--- config.mk ---
export PLATFORM = sky130hd
export DESIGN_NAME = epoch_seconds_to_calendar_core
export DESIGN_NICKNAME = d
export VERILOG_FILES = /design/src/rtl/ectc_pkg.sv /design/src/rtl/ectc_ctrl.sv /design/src/rtl/ectc_dp.sv /design/src/rtl/epoch_seconds_to_calendar_core.sv
export SDC_FILE = /design/constraint.sdc
export NUM_CORES = 1
export LEC_CHECK = 0
export BUFFER_PORTS_ARGS = -buffer_cell sky130_fd_sc_hd__buf_2
export CAP_MARGIN = 30
export CORE_MARGIN = 2
export CORE_UTILIZATION = 45
export CTS_BUF_LIST = sky130_fd_sc_hd__clkbuf_4 sky130_fd_sc_hd__clkbuf_8
export CTS_CLUSTER_DIAMETER = 150
export DETAILED_ROUTE_END_ITERATION = 10
export GPL_TIMING_DRIVEN = 0
export HOLD_SLACK_MARGIN = 0.02
export MAX_ROUTING_LAYER = met4
export SLEW_MARGIN = 20
export SYNTH_ARGS = -nofsm -noshare
export SYNTH_HDL_FRONTEND = slang
export SYNTH_HIERARCHICAL = 1
export SYNTH_SLANG_ARGS = --single-unit
--- constraint.sdc ---
create_clock -name i_clk -period 8.4 [get_ports i_clk]
set_input_delay 2.52 -clock i_clk [delete_from_list [all_inputs] [get_ports i_clk]]
set_output_delay 2.52 -clock i_clk [all_outputs]
set_load 0.05 [all_outputs]
--- src/rtl/ectc_pkg.sv ---
// shared types, constants and helpers for the epoch seconds to calendar converter
// no dependencies; imported by ectc_ctrl, ectc_dp and the top level
package ectc_pkg;

    localparam int TIME_WIDTH = 32;
    localparam int DIVR_W     = 17;
    // seconds left after the month loop stay below 31 days
    localparam int REM_W      = 22;
    localparam int YSECS_W    = 25;
    localparam int YEAR_W     = 12;
    localparam int RCP_W      = 15;
    localparam int QUO_W      = 6;

    localparam logic [DIVR_W-1:0]  SECS_PER_DAY   = DIVR_W'(86400);
    localparam logic [DIVR_W-1:0]  SECS_PER_HOUR  = DIVR_W'(3600);
    localparam logic [DIVR_W-1:0]  SECS_PER_MIN   = DIVR_W'(60);
    localparam logic [YSECS_W-1:0] YEAR_SECS      = YSECS_W'(365 * 86400);
    localparam logic [YSECS_W-1:0] LEAP_YEAR_SECS = YSECS_W'(366 * 86400);

    // q = ((x >> pre) * rcp) >> post, exact over the range each stage sees
    // day: pre 7, divide by 675; hour: pre 4, by 225; minute: pre 2, by 15
    localparam logic [RCP_W-1:0] RCP_DAY   = RCP_W'(24856);
    localparam logic [RCP_W-1:0] RCP_HOUR  = RCP_W'(4661);
    localparam logic [RCP_W-1:0] RCP_MIN   = RCP_W'(1093);
    localparam int               DAY_POST  = 24;
    localparam int               HOUR_POST = 20;
    localparam int               MIN_POST  = 14;

    localparam logic [YEAR_W-1:0] FIRST_YEAR    = YEAR_W'(1970);
    localparam logic [6:0]        FIRST_MOD100  = 7'd70;
    localparam logic [8:0]        FIRST_MOD400  = 9'd370;
    localparam logic [6:0]        MOD100_LAST   = 7'd99;
    localparam logic [8:0]        MOD400_LAST   = 9'd399;
    localparam logic [3:0]        MON_LAST      = 4'd11;

    typedef enum logic [1:0] {
        DIV_DAY,
        DIV_HOUR,
        DIV_MIN
    } t_div_sel;

    typedef struct packed {
        logic     load;
        logic     year_step;
        logic     mon_step;
        logic     quo_step;
        logic     rem_step;
        t_div_sel div_sel;
        logic     out_load;
    } t_ectc_cmd;

    typedef struct packed {
        logic year_done;
        logic month_done;
    } t_ectc_sts;

    // month length, index 0 is january
    function automatic logic [4:0] month_len(input logic [3:0] mon, input logic leap);
        logic [4:0] len;
        case (mon)
            4'd1:                      len = leap ? 5'd29 : 5'd28;
            4'd3, 4'd5, 4'd8, 4'd10:   len = 5'd30;
            default:                   len = 5'd31;
        endcase
        return len;
    endfunction

endpackage

--- src/rtl/ectc_ctrl.sv ---
// sequencer for the epoch converter: runs the year and month loops and the divide stages
// depends on ectc_pkg; drives ectc_dp through t_ectc_cmd, reads t_ectc_sts
module ectc_ctrl
    import ectc_pkg::*;
(
    input  logic      i_clk,
    input  logic      i_rst_n,
    input  logic      i_in_valid,
    output logic      o_in_ready,
    output logic      o_out_valid,
    input  logic      i_out_ready,
    input  t_ectc_sts i_sts,
    output t_ectc_cmd o_cmd
);

    typedef enum logic [3:0] {
        S_IDLE,
        S_YEAR,
        S_MONTH,
        S_DAY_Q,
        S_DAY_R,
        S_HOUR_Q,
        S_HOUR_R,
        S_MIN_Q,
        S_MIN_R,
        S_DONE
    } t_state;

    t_state           r_state;
    t_state           n_state;
    logic             r_out_valid;
    logic             n_out_valid;
    logic             out_free;
    logic             accept;

    assign out_free   = !r_out_valid || i_out_ready;
    assign o_in_ready = (r_state == S_IDLE);
    assign accept     = i_in_valid && o_in_ready;
    assign o_out_valid = r_out_valid;

    always_comb begin
        o_cmd         = '0;
        o_cmd.div_sel = DIV_DAY;
        n_state       = r_state;
        case (r_state)
            S_IDLE: begin
                if (accept) begin
                    o_cmd.load = 1'b1;
                    n_state    = S_YEAR;
                end
            end
            S_YEAR: begin
                if (i_sts.year_done) begin
                    n_state = S_MONTH;
                end else begin
                    o_cmd.year_step = 1'b1;
                end
            end
            S_MONTH: begin
                if (i_sts.month_done) begin
                    n_state = S_DAY_Q;
                end else begin
                    o_cmd.mon_step = 1'b1;
                end
            end
            S_DAY_Q: begin
                o_cmd.quo_step = 1'b1;
                o_cmd.div_sel  = DIV_DAY;
                n_state        = S_DAY_R;
            end
            S_DAY_R: begin
                o_cmd.rem_step = 1'b1;
                o_cmd.div_sel  = DIV_DAY;
                n_state        = S_HOUR_Q;
            end
            S_HOUR_Q: begin
                o_cmd.quo_step = 1'b1;
                o_cmd.div_sel  = DIV_HOUR;
                n_state        = S_HOUR_R;
            end
            S_HOUR_R: begin
                o_cmd.rem_step = 1'b1;
                o_cmd.div_sel  = DIV_HOUR;
                n_state        = S_MIN_Q;
            end
            S_MIN_Q: begin
                o_cmd.quo_step = 1'b1;
                o_cmd.div_sel  = DIV_MIN;
                n_state        = S_MIN_R;
            end
            S_MIN_R: begin
                o_cmd.rem_step = 1'b1;
                o_cmd.div_sel  = DIV_MIN;
                n_state        = S_DONE;
            end
            S_DONE: begin
                // hold until the output register can take the result
                if (out_free) begin
                    o_cmd.out_load = 1'b1;
                    n_state        = S_IDLE;
                end
            end
            default: begin
                n_state = S_IDLE;
            end
        endcase
    end

    always_comb begin
        n_out_valid = r_out_valid;
        if (r_out_valid && i_out_ready) begin
            n_out_valid = 1'b0;
        end
        if (o_cmd.out_load) begin
            n_out_valid = 1'b1;
        end
    end

    always_ff @(posedge i_clk) begin
        if (!i_rst_n) begin
            r_state     <= S_IDLE;
            r_out_valid <= 1'b0;
        end else begin
            r_state     <= n_state;
            r_out_valid <= n_out_valid;
        end
    end

`ifndef SYNTH
    a_load_into_free_slot: assert property (@(posedge i_clk) disable iff (!i_rst_n)
        o_cmd.out_load |-> (!r_out_valid || i_out_ready))
        else $error("result loaded over an unread result");

    a_accept_starts_year: assert property (@(posedge i_clk) disable iff (!i_rst_n)
        accept |=> (r_state == S_YEAR))
        else $error("accepted request did not start the year loop");
`endif

endmodule

--- src/rtl/ectc_dp.sv ---
// datapath: year and month subtract loops, reciprocal divide stages, output register
// depends on ectc_pkg; controlled by ectc_ctrl through t_ectc_cmd
module ectc_dp
    import ectc_pkg::*;
(
    input  logic              i_clk,
    input  logic              i_rst_n,
    input  t_ectc_cmd         i_cmd,
    input  logic [31:0]       i_epoch_seconds,
    output t_ectc_sts         o_sts,
    output logic [YEAR_W-1:0] o_year,
    output logic [3:0]        o_month,
    output logic [4:0]        o_day,
    output logic [4:0]        o_hour,
    output logic [5:0]        o_minute,
    output logic [5:0]        o_second
);

    logic [TIME_WIDTH-1:0]   r_secs;
    logic [QUO_W-1:0]        r_quo;
    logic [4:0]              r_day;
    logic [4:0]              r_hour;
    logic [5:0]              r_minute;
    logic [YEAR_W-1:0]       r_year;
    logic [6:0]              r_mod100;
    logic [8:0]              r_mod400;
    logic [3:0]              r_mon;

    logic [REM_W-1:0]        rem_sec;
    logic [DIVR_W-1:0]       divisor;
    logic [RCP_W-1:0]        rcp_x;
    logic [RCP_W-1:0]        rcp_m;
    logic [2*RCP_W-1:0]      rcp_prod;
    logic [QUO_W-1:0]        quo;
    logic [DIVR_W+QUO_W-1:0] quo_prod;
    logic                    leap;
    logic [YSECS_W-1:0]      ysecs;
    logic [4:0]              mlen;
    logic [REM_W-1:0]        msecs;

    assign rem_sec = r_secs[REM_W-1:0];

    // each stage sees less than a month, a day and an hour of seconds in turn
    always_comb begin
        case (i_cmd.div_sel)
            DIV_DAY: begin
                divisor = SECS_PER_DAY;
                rcp_x   = rem_sec[REM_W-1:7];
                rcp_m   = RCP_DAY;
            end
            DIV_HOUR: begin
                divisor = SECS_PER_HOUR;
                rcp_x   = RCP_W'(rem_sec[16:4]);
                rcp_m   = RCP_HOUR;
            end
            DIV_MIN: begin
                divisor = SECS_PER_MIN;
                rcp_x   = RCP_W'(rem_sec[11:2]);
                rcp_m   = RCP_MIN;
            end
            default: begin
                divisor = SECS_PER_DAY;
                rcp_x   = rem_sec[REM_W-1:7];
                rcp_m   = RCP_DAY;
            end
        endcase
    end

    assign rcp_prod = rcp_x * rcp_m;

    always_comb begin
        case (i_cmd.div_sel)
            DIV_DAY:  quo = rcp_prod[DAY_POST +: QUO_W];
            DIV_HOUR: quo = rcp_prod[HOUR_POST +: QUO_W];
            DIV_MIN:  quo = rcp_prod[MIN_POST +: QUO_W];
            default:  quo = rcp_prod[DAY_POST +: QUO_W];
        endcase
    end

    assign quo_prod = r_quo * divisor;

    assign leap  = ((r_year[1:0] == 2'b00) && (r_mod100 != '0)) || (r_mod400 == '0);
    assign ysecs = leap ? LEAP_YEAR_SECS : YEAR_SECS;
    assign mlen  = month_len(r_mon, leap);
    assign msecs = mlen * SECS_PER_DAY;

    assign o_sts.year_done  = (r_secs < TIME_WIDTH'(ysecs));
    assign o_sts.month_done = (r_mon == MON_LAST) || (r_secs < TIME_WIDTH'(msecs));

    always_ff @(posedge i_clk) begin
        if (i_cmd.load) begin
            r_secs   <= TIME_WIDTH'(i_epoch_seconds);
            r_year   <= FIRST_YEAR;
            r_mod100 <= FIRST_MOD100;
            r_mod400 <= FIRST_MOD400;
            r_mon    <= '0;
        end
        if (i_cmd.year_step) begin
            r_secs   <= r_secs - TIME_WIDTH'(ysecs);
            r_year   <= r_year + 1'b1;
            r_mod100 <= (r_mod100 == MOD100_LAST) ? '0 : r_mod100 + 1'b1;
            r_mod400 <= (r_mod400 == MOD400_LAST) ? '0 : r_mod400 + 1'b1;
        end
        if (i_cmd.mon_step) begin
            r_secs <= r_secs - TIME_WIDTH'(msecs);
            r_mon  <= r_mon + 1'b1;
        end
        if (i_cmd.quo_step) begin
            r_quo <= quo;
        end
        if (i_cmd.rem_step) begin
            r_secs <= r_secs - TIME_WIDTH'(quo_prod);
            case (i_cmd.div_sel)
                DIV_DAY:  r_day    <= r_quo[4:0];
                DIV_HOUR: r_hour   <= r_quo[4:0];
                DIV_MIN:  r_minute <= r_quo;
                default:  r_day    <= r_quo[4:0];
            endcase
        end
        if (i_cmd.out_load) begin
            o_year   <= r_year;
            o_month  <= r_mon + 1'b1;
            o_day    <= r_day + 1'b1;
            o_hour   <= r_hour;
            o_minute <= r_minute;
            o_second <= r_secs[5:0];
        end
    end

`ifndef SYNTH
    a_month_in_range: assert property (@(posedge i_clk) disable iff (!i_rst_n)
        i_cmd.mon_step |-> (r_mon != MON_LAST))
        else $error("month stepped past december");

    a_quotient_exact: assert property (@(posedge i_clk) disable iff (!i_rst_n)
        i_cmd.rem_step |-> (TIME_WIDTH'(quo_prod) <= r_secs &&
                            (r_secs - TIME_WIDTH'(quo_prod)) < TIME_WIDTH'(divisor)))
        else $error("reciprocal quotient off by one");
`endif

endmodule

--- src/rtl/epoch_seconds_to_calendar_core.sv ---
// channel | direction | handshake                  | payload
// in      | input     | i_in_valid / o_in_ready    | i_epoch_seconds
// out     | output    | o_out_valid / i_out_ready  | o_year o_month o_day o_hour o_minute o_second
//
// a request steps once per whole year since 1970 (up to 136), then once per month index
// (0 to 11), before the day, hour and minute stages and the load of the result register
// day, hour and minute each run a reciprocal multiply, then a subtract
// one request is in work at a time; the next is taken once the result is loaded
// reset is synchronous and active low; it clears the sequencer and the output valid
// a stalled result holds only the final load, the next request is still accepted
module epoch_seconds_to_calendar_core
    import ectc_pkg::*;
(
    input  logic              i_clk,
    input  logic              i_rst_n,
    input  logic              i_in_valid,
    output logic              o_in_ready,
    input  logic [31:0]       i_epoch_seconds,
    output logic              o_out_valid,
    input  logic              i_out_ready,
    output logic [YEAR_W-1:0] o_year,
    output logic [3:0]        o_month,
    output logic [4:0]        o_day,
    output logic [4:0]        o_hour,
    output logic [5:0]        o_minute,
    output logic [5:0]        o_second
);

    t_ectc_cmd cmd;
    t_ectc_sts sts;

    ectc_ctrl u_ctrl (
        .i_clk       (i_clk),
        .i_rst_n     (i_rst_n),
        .i_in_valid  (i_in_valid),
        .o_in_ready  (o_in_ready),
        .o_out_valid (o_out_valid),
        .i_out_ready (i_out_ready),
        .i_sts       (sts),
        .o_cmd       (cmd)
    );

    ectc_dp u_dp (
        .i_clk           (i_clk),
        .i_rst_n         (i_rst_n),
        .i_cmd           (cmd),
        .i_epoch_seconds (i_epoch_seconds),
        .o_sts           (sts),
        .o_year          (o_year),
        .o_month         (o_month),
        .o_day           (o_day),
        .o_hour          (o_hour),
        .o_minute        (o_minute),
        .o_second        (o_second)
    );

endmodule

==> reports/results.ini, run 1 <==
[clock_network]
path_clk_slew_ns = 0.10
htree_levels = 4
cts_sinks = 129
cts_tree = done
cts-hold-fix-buffers = 0
cts-root-buf = clkbuf_8
cts_made_buffers = 17
clock_latency_ns = 0.46
cts_buffer_depth = 2

[finish]
final_nets = 2197
area_growth_pct = 9.79
multi_input_area_um2 = 11400
fill_cells = 3328
final_cells = 2244
register_area_um2 = 3820
drive_gt1_share_pct = 10.7
diodes = 0

[floorplan]
core_area_um2 = 35700
die_x_um = 194
die_area_um2 = 37800
die_h_um = 194
start_util_pct = 45.8
ios = 76
rows = 69

[drt]
vias = 12130
drc_errors = 0
detail_route.vias_per_cell = 5.41
ant_nets = 0
drt-pass1-iter-count = 5
wl_per_cell_um = 18.1
routed_wl_um = 40500
drtIter0Drc = 833

[synthesis]
synthCells = 1668
ys_seq_area_share_pct = 23.4
synthMostInstantiatedCell = inv_1
synth_common_cells = inv_1 (281), ha_1 (220), fa_1 (171)
synthArstFlopShare_pct = 0
synth_area_um2 = 16300
synthTopCellsByArea = edfxtp_1 (23%), fa_1 (21%), ha_1 (17%), inv_1 (6.5%), xnor2_1 (3.4%)
synthFlopType = edfxtp_1
ys_ff_latch = 129
synth_top_area_cell = edfxtp_1
synth.distinct_cells = 75
syn_area_per_cell_um2 = 9.79
synth_edf_count = 124
yosysWarningCount = 6
synth_top_area_share_pct = 22.8

[critical_path]
critPathMaxFanout = 10
cp_data_arrival_time_ns = 8.29
timing.critical_path.mode_cell = fa_1
required_ns = 8.61
startpoint_type = register
max_stage_delay_ns = 0.55
worst_path_max_delay_cell = fa_1
critPathKind = register to register
end_kind = register

[sta]
finalHoldViolCount = 0
period_share_pct = 96.2
min_period_ns = 8.08
tightest_slew_ns = 0.893
slew_viol_final = 0
relSlewSlack_pct = 40.1
final-setup-viol-count = 0
max_freq_ghz = 0.124
skew_ns = 0.0196

[placement]
gp_congestion = 0.904
hpwl_um = 33600
portBuffers = 75
dp_cells = 2209

[flow_run]
cap_viol_max_count = 0

[status]
status = complete, no violations

[global_routing]
overflow = 0
grt_usage_pct = 22.9
grt_pass1_wl_um = 66200
grt_start_max_net_pins = 39
antenna_found_initial = 0
grt_pass1_vias = 12332

[worst_hold_path]
hold_class = register to register

-- per-layer routing --
| layer | vias up | GRT usage [%] | routed length [µm] |
|---|---|---|---|
| met5 | - | - | 0 |
| met4 | 0 | 4.73 | 604 |
| met3 | 50 | 2.85 | 1880 |
| met2 | 316 | 35.8 | 18900 |
| met1 | 5903 | 32.0 | 19100 |
| li1 | 5861 | - | - |
-- through the flow --
step | util [%] | TNS, ns | area [µm²] | setup slack (ns) | hold WS [ns]
after floorplan | - | 0 | 16300 | 0.689 | 0.400
after global placement | 48.5 | -3.86 | 17300 | -0.857 | 0.404
after detailed placement | 48.6 | -4.38 | 17300 | -0.928 | 0.405
after CTS | 49.9 | 0 | 17800 | 0.0222 | 0.420
after global routing | 50.3 | -0.0327 | 17900 | -0.0216 | 0.433
final | 50.3 | 0 | 17900 | 0.315 | 0.422
-- timing repair --
| item | in CTS | in global routing |
|---|---|---|
| resized for setup | 25 | 40 |
| hold endpoints to repair | 0 | 0 |
| endpoints found under the setup margin | 6 | 6 |
| setup buffers | 0 | 3 |
| pin swaps | 0 | 2 |
| gates cloned | 0 | 0 |
-- flip-flops by register name (all words and copies together) (netlist names) --
| name | cells |
|---|---|
| u_dp/r_minute | 6 |
| u_ctrl/r_state | 4 |
| u_dp/o_second | 6 |
| u_dp/r_mod100 | 7 |
| u_dp/r_mon | 4 |
| u_dp/o_year | 12 |
| u_ctrl/o_out_valid | 1 |
| u_dp/r_hour | 5 |
| u_dp/r_quo | 6 |
| u_dp/r_mod400 | 9 |
| u_dp/o_hour | 5 |
| u_dp/r_year | 12 |
| u_dp/o_day | 5 |
| u_dp/r_day | 5 |
| u_dp/r_secs | 32 |
| u_dp/o_month | 4 |
| u_dp/o_minute | 6 |
-- logic make-up (layout without fill, tap and decap cells) --
| group | after synthesis | in the layout | synth area share [%] |
|---|---|---|---|
| AOI/OAI and AO/OA | 269 | 269 | 11.3 |
| and+or+nand+nor | 436 | 436 | 13.5 |
| other | 2 | 5 | 0.0460 |
| DFF | 129 | 129 | 23.4 |
| muxes | 15 | 15 | 0.943 |
| buffers and inverters | 327 | 439 | 7.69 |
| adders and majority gates | 391 | 391 | 37.8 |
| xor gates and xnor gates | 99 | 99 | 5.31 |
-- worst max-delay path: cells and delay by family (launching register included) --
kind / cells / cell delay (ns)
adders and majority gates: 8 / 3.72
and+or+nand+nor: 8 / 1.83
buffers and inverters: 8 / 1.02
AOI/OAI and AO/OA: 4 / 0.72
DFF: 1 / 0.33
xor gates and xnor gates: 1 / 0.21
-- cell type report --
cell class | instances | share of cell area, %
Multi-Input combinational cell | 1215 | 63.7
Sequential cell | 129 | 21.3
Inverter | 283 | 5.95
Tap cell | 461 | 3.22
Timing Repair Buffer | 81 | 2.36
Clock buffer | 17 | 1.31
Buffer | 43 | 1.19
Clock inverter | 15 | 0.935
-- path summary, 6_finish.rpt --
kind	startpoint	end	slack (ns)	cells past startpoint
worst min-delay path	u_dp/r_minute[2]$_DFFE_PP_	u_dp/o_minute[2]$_DFFE_PP_	0.42	0
worst max-delay path	u_ctrl/r_state[3]$_SDFFE_PN0P_	u_dp/r_quo[3]$_DFFE_PP_	0.32	29
worst min register to register	u_dp/r_minute[2]$_DFFE_PP_	u_dp/o_minute[2]$_DFFE_PP_	0.42	0
worst max register to register	u_ctrl/r_state[3]$_SDFFE_PN0P_	u_dp/r_quo[3]$_DFFE_PP_	0.32	29
-- cells in the final DEF (no fill, tap or decap), types with 14 or more instances in the layout --
| cell | Yosys | layout |
|---|---|---|
| edfxtp_1 | 124 | 124 |
| and3_1 | 16 | 16 |
| a211oi_1 | 25 | 22 |
| ha_1 | 220 | 218 |
| xor2_1 | 36 | 36 |
| clkbuf_1 | 34 | 26 |
| a21o_1 | 22 | 22 |
| nand2b_1 | 20 | 19 |
| nor3_1 | 30 | 30 |
| or2_2 | 14 | 14 |
| buf_2 | 1 | 77 |
| clkbuf_8 | 0 | 17 |
| xnor2_1 | 63 | 63 |
| inv_1 | 281 | 278 |
| nor2_1 | 125 | 113 |
| nand3_1 | 26 | 25 |
| nor4_1 | 15 | 15 |
| nand2_1 | 87 | 86 |
| and2_1 | 38 | 32 |
| fa_1 | 171 | 171 |
| a21oi_1 | 71 | 71 |
| o21ai_0 | 50 | 48 |
| nor2b_1 | 16 | 15 |
Power of run 1 is left out: the tool's default activity adds up to more than one toggle a clock period on the data nets, which glitch-free logic cannot reach.
==> inputs of run 2 (changes only) <==
Settings changed: MAX_ROUTING_LAYER met4 to not set, SYNTH_HIERARCHICAL 1 to not set.
==> reports/results.ini, run 2 <==
[status]
status = complete, no violations  ; unchanged

[synthesis]
synth_mux_area_share_pct = 0.727  ; was 0.943%
ys_seq_area_share_pct = 23.2  ; was 23.4%
synth-compound-area-share_pct = 12.5  ; was 11.3%
synth_area_um2 = 16500  ; was 16300 µm²
synth_edf_count = 124  ; unchanged
synthArstFlopShare_pct = 0  ; unchanged
synth_common_cells = inv_1 (281), ha_1 (222), fa_1 (170)  ; was inv_1 (281), ha_1 (220), fa_1 (171)
synth_fa_ha_area_share_pct = 37.4  ; was 37.8%
synthCells = 1686  ; was 1668
synth.distinct_cells = 82  ; was 75
yosysWarningCount = 0  ; was 6
synth_top_family_by_area = adder cells  ; unchanged
syn_area_per_cell_um2 = 9.80  ; was 9.79 µm²
ys_ff_latch = 129  ; unchanged
synth_top_area_cell = edfxtp_1  ; unchanged
synth_top_area_share_pct = 22.5  ; was 22.8%
synth_simple_gate_area_share_pct = 13.1  ; was 13.5%
synthFlopType = edfxtp_1  ; unchanged
synthXorXnorAreaFrac_pct = 5.20  ; was 5.31%
synthMostInstantiatedCell = inv_1  ; unchanged
synthTopCellsByArea = edfxtp_1 (23%), fa_1 (21%), ha_1 (17%), inv_1 (6.4%), xnor2_1 (3.6%)  ; was edfxtp_1 (23%), fa_1 (21%), ha_1 (17%), inv_1 (6.5%), xnor2_1 (3.4%)

[finish]
final_common_cell = inv_1  ; unchanged
fin_util_pct = 49.9  ; was 50.3%
diodes = 0  ; unchanged
top_register = u_dp.r_secs  ; was u_dp/r_secs
final_nets = 2216  ; was 2197
final_cell_mix = inv_1 (281), ha_1 (220), fa_1 (170), edfxtp_1 (124), nor2_1 (112)  ; was inv_1 (278), ha_1 (218), fa_1 (171), edfxtp_1 (124), nor2_1 (113)
area_growth_pct = 9.74  ; was 9.79%
largest_reg_flops = 32  ; unchanged
top_regs = u_dp.r_secs: 32 flops, u_dp.o_year: 12 flops, u_dp.r_year: 12 flops  ; was u_dp/r_secs: 32 flops, u_dp/o_year: 12 flops, u_dp/r_year: 12 flops
drive_gt1_share_pct = 10.0  ; was 10.7%

[drt]
drc_errors = 0  ; unchanged
drt-pass1-iter-count = 5  ; unchanged
routed_wl_um = 41300  ; was 40500 µm
ant_nets = 0  ; unchanged
drtIter0Drc = 923  ; was 833
detail_route.vias_per_cell = 5.46  ; was 5.41
vias = 12384  ; was 12130
wl_per_cell_um = 18.2  ; was 18.1 µm

[global_routing]
use_met2_pct = 36.9  ; was 35.8%
grt_start_max_net_pins = 29  ; was 39
grt_busiest_layer = met2  ; unchanged
met3_usage_pct = 2.66  ; was 2.85%
grt_pass1_vias = 12499  ; was 12332
grt_pass1_wl_um = 67000  ; was 66200 µm
overflow = 0  ; unchanged
grt_usage_pct = 22.4  ; was 22.9%
antenna_found_initial = 0  ; unchanged
use_met1_pct = 32.1  ; was 32.0%

[clock_network]
cts_sinks = 129  ; unchanged
cts_made_buffers = 17  ; unchanged
cts-root-buf = clkbuf_8  ; unchanged
cts_buffer_depth = 2  ; unchanged
htree_levels = 4  ; unchanged
path_clk_slew_ns = 0.09  ; was 0.10 ns
cts-hold-fix-buffers = 0  ; unchanged
clock_latency_ns = 0.46  ; about the same
cts_tree = done  ; unchanged

[placement]
gp_congestion = 0.943  ; was 0.904
hpwl_um = 34000  ; was 33600 µm
portBuffers = 75  ; unchanged

[worst_hold_path]
hold_class = register to register  ; unchanged

[critical_path]
end_kind = register  ; unchanged
timing.critical_path.mode_cell = fa_1  ; unchanged
worst_path_max_delay_cell = fa_1  ; unchanged
startpoint_type = register  ; unchanged
cp_data_arrival_time_ns = 8.25  ; was 8.29 ns
required_ns = 8.62  ; was 8.61 ns
critPathMaxFanout = 12  ; was 10
critPathKind = register to register  ; unchanged
max_stage_delay_ns = 0.55  ; about the same

[flow_run]
cap_viol_max_count = 0  ; unchanged

[sta]
finalHoldViolCount = 0  ; unchanged
min_period_ns = 8.03  ; was 8.08 ns
relSlewSlack_pct = 41.7  ; was 40.1%
period_share_pct = 95.6  ; was 96.2%
max_freq_ghz = 0.125  ; was 0.124 GHz
skew_ns = 0.0158  ; was 0.0196 ns
slew_viol_final = 0  ; unchanged
final-setup-viol-count = 0  ; unchanged
tightest_slew_ns = 0.863  ; was 0.893 ns

[floorplan]
die_area_um2 = 38200  ; was 37800 µm²
die_x_um = 196  ; was 194 µm
die_h_um = 196  ; was 194 µm
rows = 70  ; was 69
start_util_pct = 45.4  ; was 45.8%
ios = 76  ; unchanged
core_area_um2 = 36300  ; was 35700 µm²

-- run 2: worst paths after layout --
check	start	to	slack [ns]	cells after the start
worst max-delay path	u_ctrl.r_state[3]$_SDFFE_PN0P_	u_dp.r_quo[4]$_DFFE_PP_	0.37	26
worst min-delay path	u_dp.r_hour[2]$_DFFE_PP_	u_dp.o_hour[2]$_DFFE_PP_	0.42	0
worst min register to register	u_dp.r_hour[2]$_DFFE_PP_	u_dp.o_hour[2]$_DFFE_PP_	0.42	0
worst max register to register	u_ctrl.r_state[3]$_SDFFE_PN0P_	u_dp.r_quo[4]$_DFFE_PP_	0.37	26
-- run 2: area by class of cell --
class	count	area, µm²
repair buffers	84	450
clock inverters	14	201
flip-flops and latches	129	3830
clock buffers	18	241
plain buffers	45	243
well taps	468	586
inverters	281	1050
multi-input cells	1230	11500
fillers	3361	18200
-- run 2: worst max-delay path, delay by kind of cell (launching register included) --
kind | cells | cell delay, ns
AOI/OAI and AO/OA | 4 | 1.07
xor gates and xnor gates | 1 | 0.13
adders and majority gates | 8 | 3.73
buffers and inverters | 5 | 0.56
DFF | 1 | 0.41
and+or+nand+nor | 8 | 1.89
-- run 2: kinds of logic after synthesis --
family	count (synthesis)
simple gates	427
fa+ha+maj	392
buf+inv	330
compound gates	296
flops	129
xor+xnor	98
mux	12
other cells	2
-- run 2: layer usage --
metal,vias up,part of all wire [%]
met5,-,0
met2,340,47
met1,6036,47
met3,37,4.9
met4,0,1.2
li1,5971,-
-- run 2: through the flow --
step | hold slack [ns] | setup TNS [ns] | instances | area (µm²) | worst slack (ns)
floorplan | 0.400 | 0 | 1689 | 16500 | 0.655
global placement | 0.404 | -4.68 | 2232 | 17500 | -0.804
detailed placement | 0.405 | -6.06 | 2237 | 17500 | -0.982
CTS | 0.418 | 0 | 2267 | 18000 | 0.0171
global route | 0.427 | -0.0116 | 2269 | 18100 | -0.0116
finish | 0.417 | 0 | 2269 | 18100 | 0.370
-- run 2: what timing repair did --
action                     CTS  global route
gates resized for setup     17            31
pin swaps                    1             6
setup buffers                0             4
setup endpoints to repair   12             8
Power of run 2 is left out for the same reason.
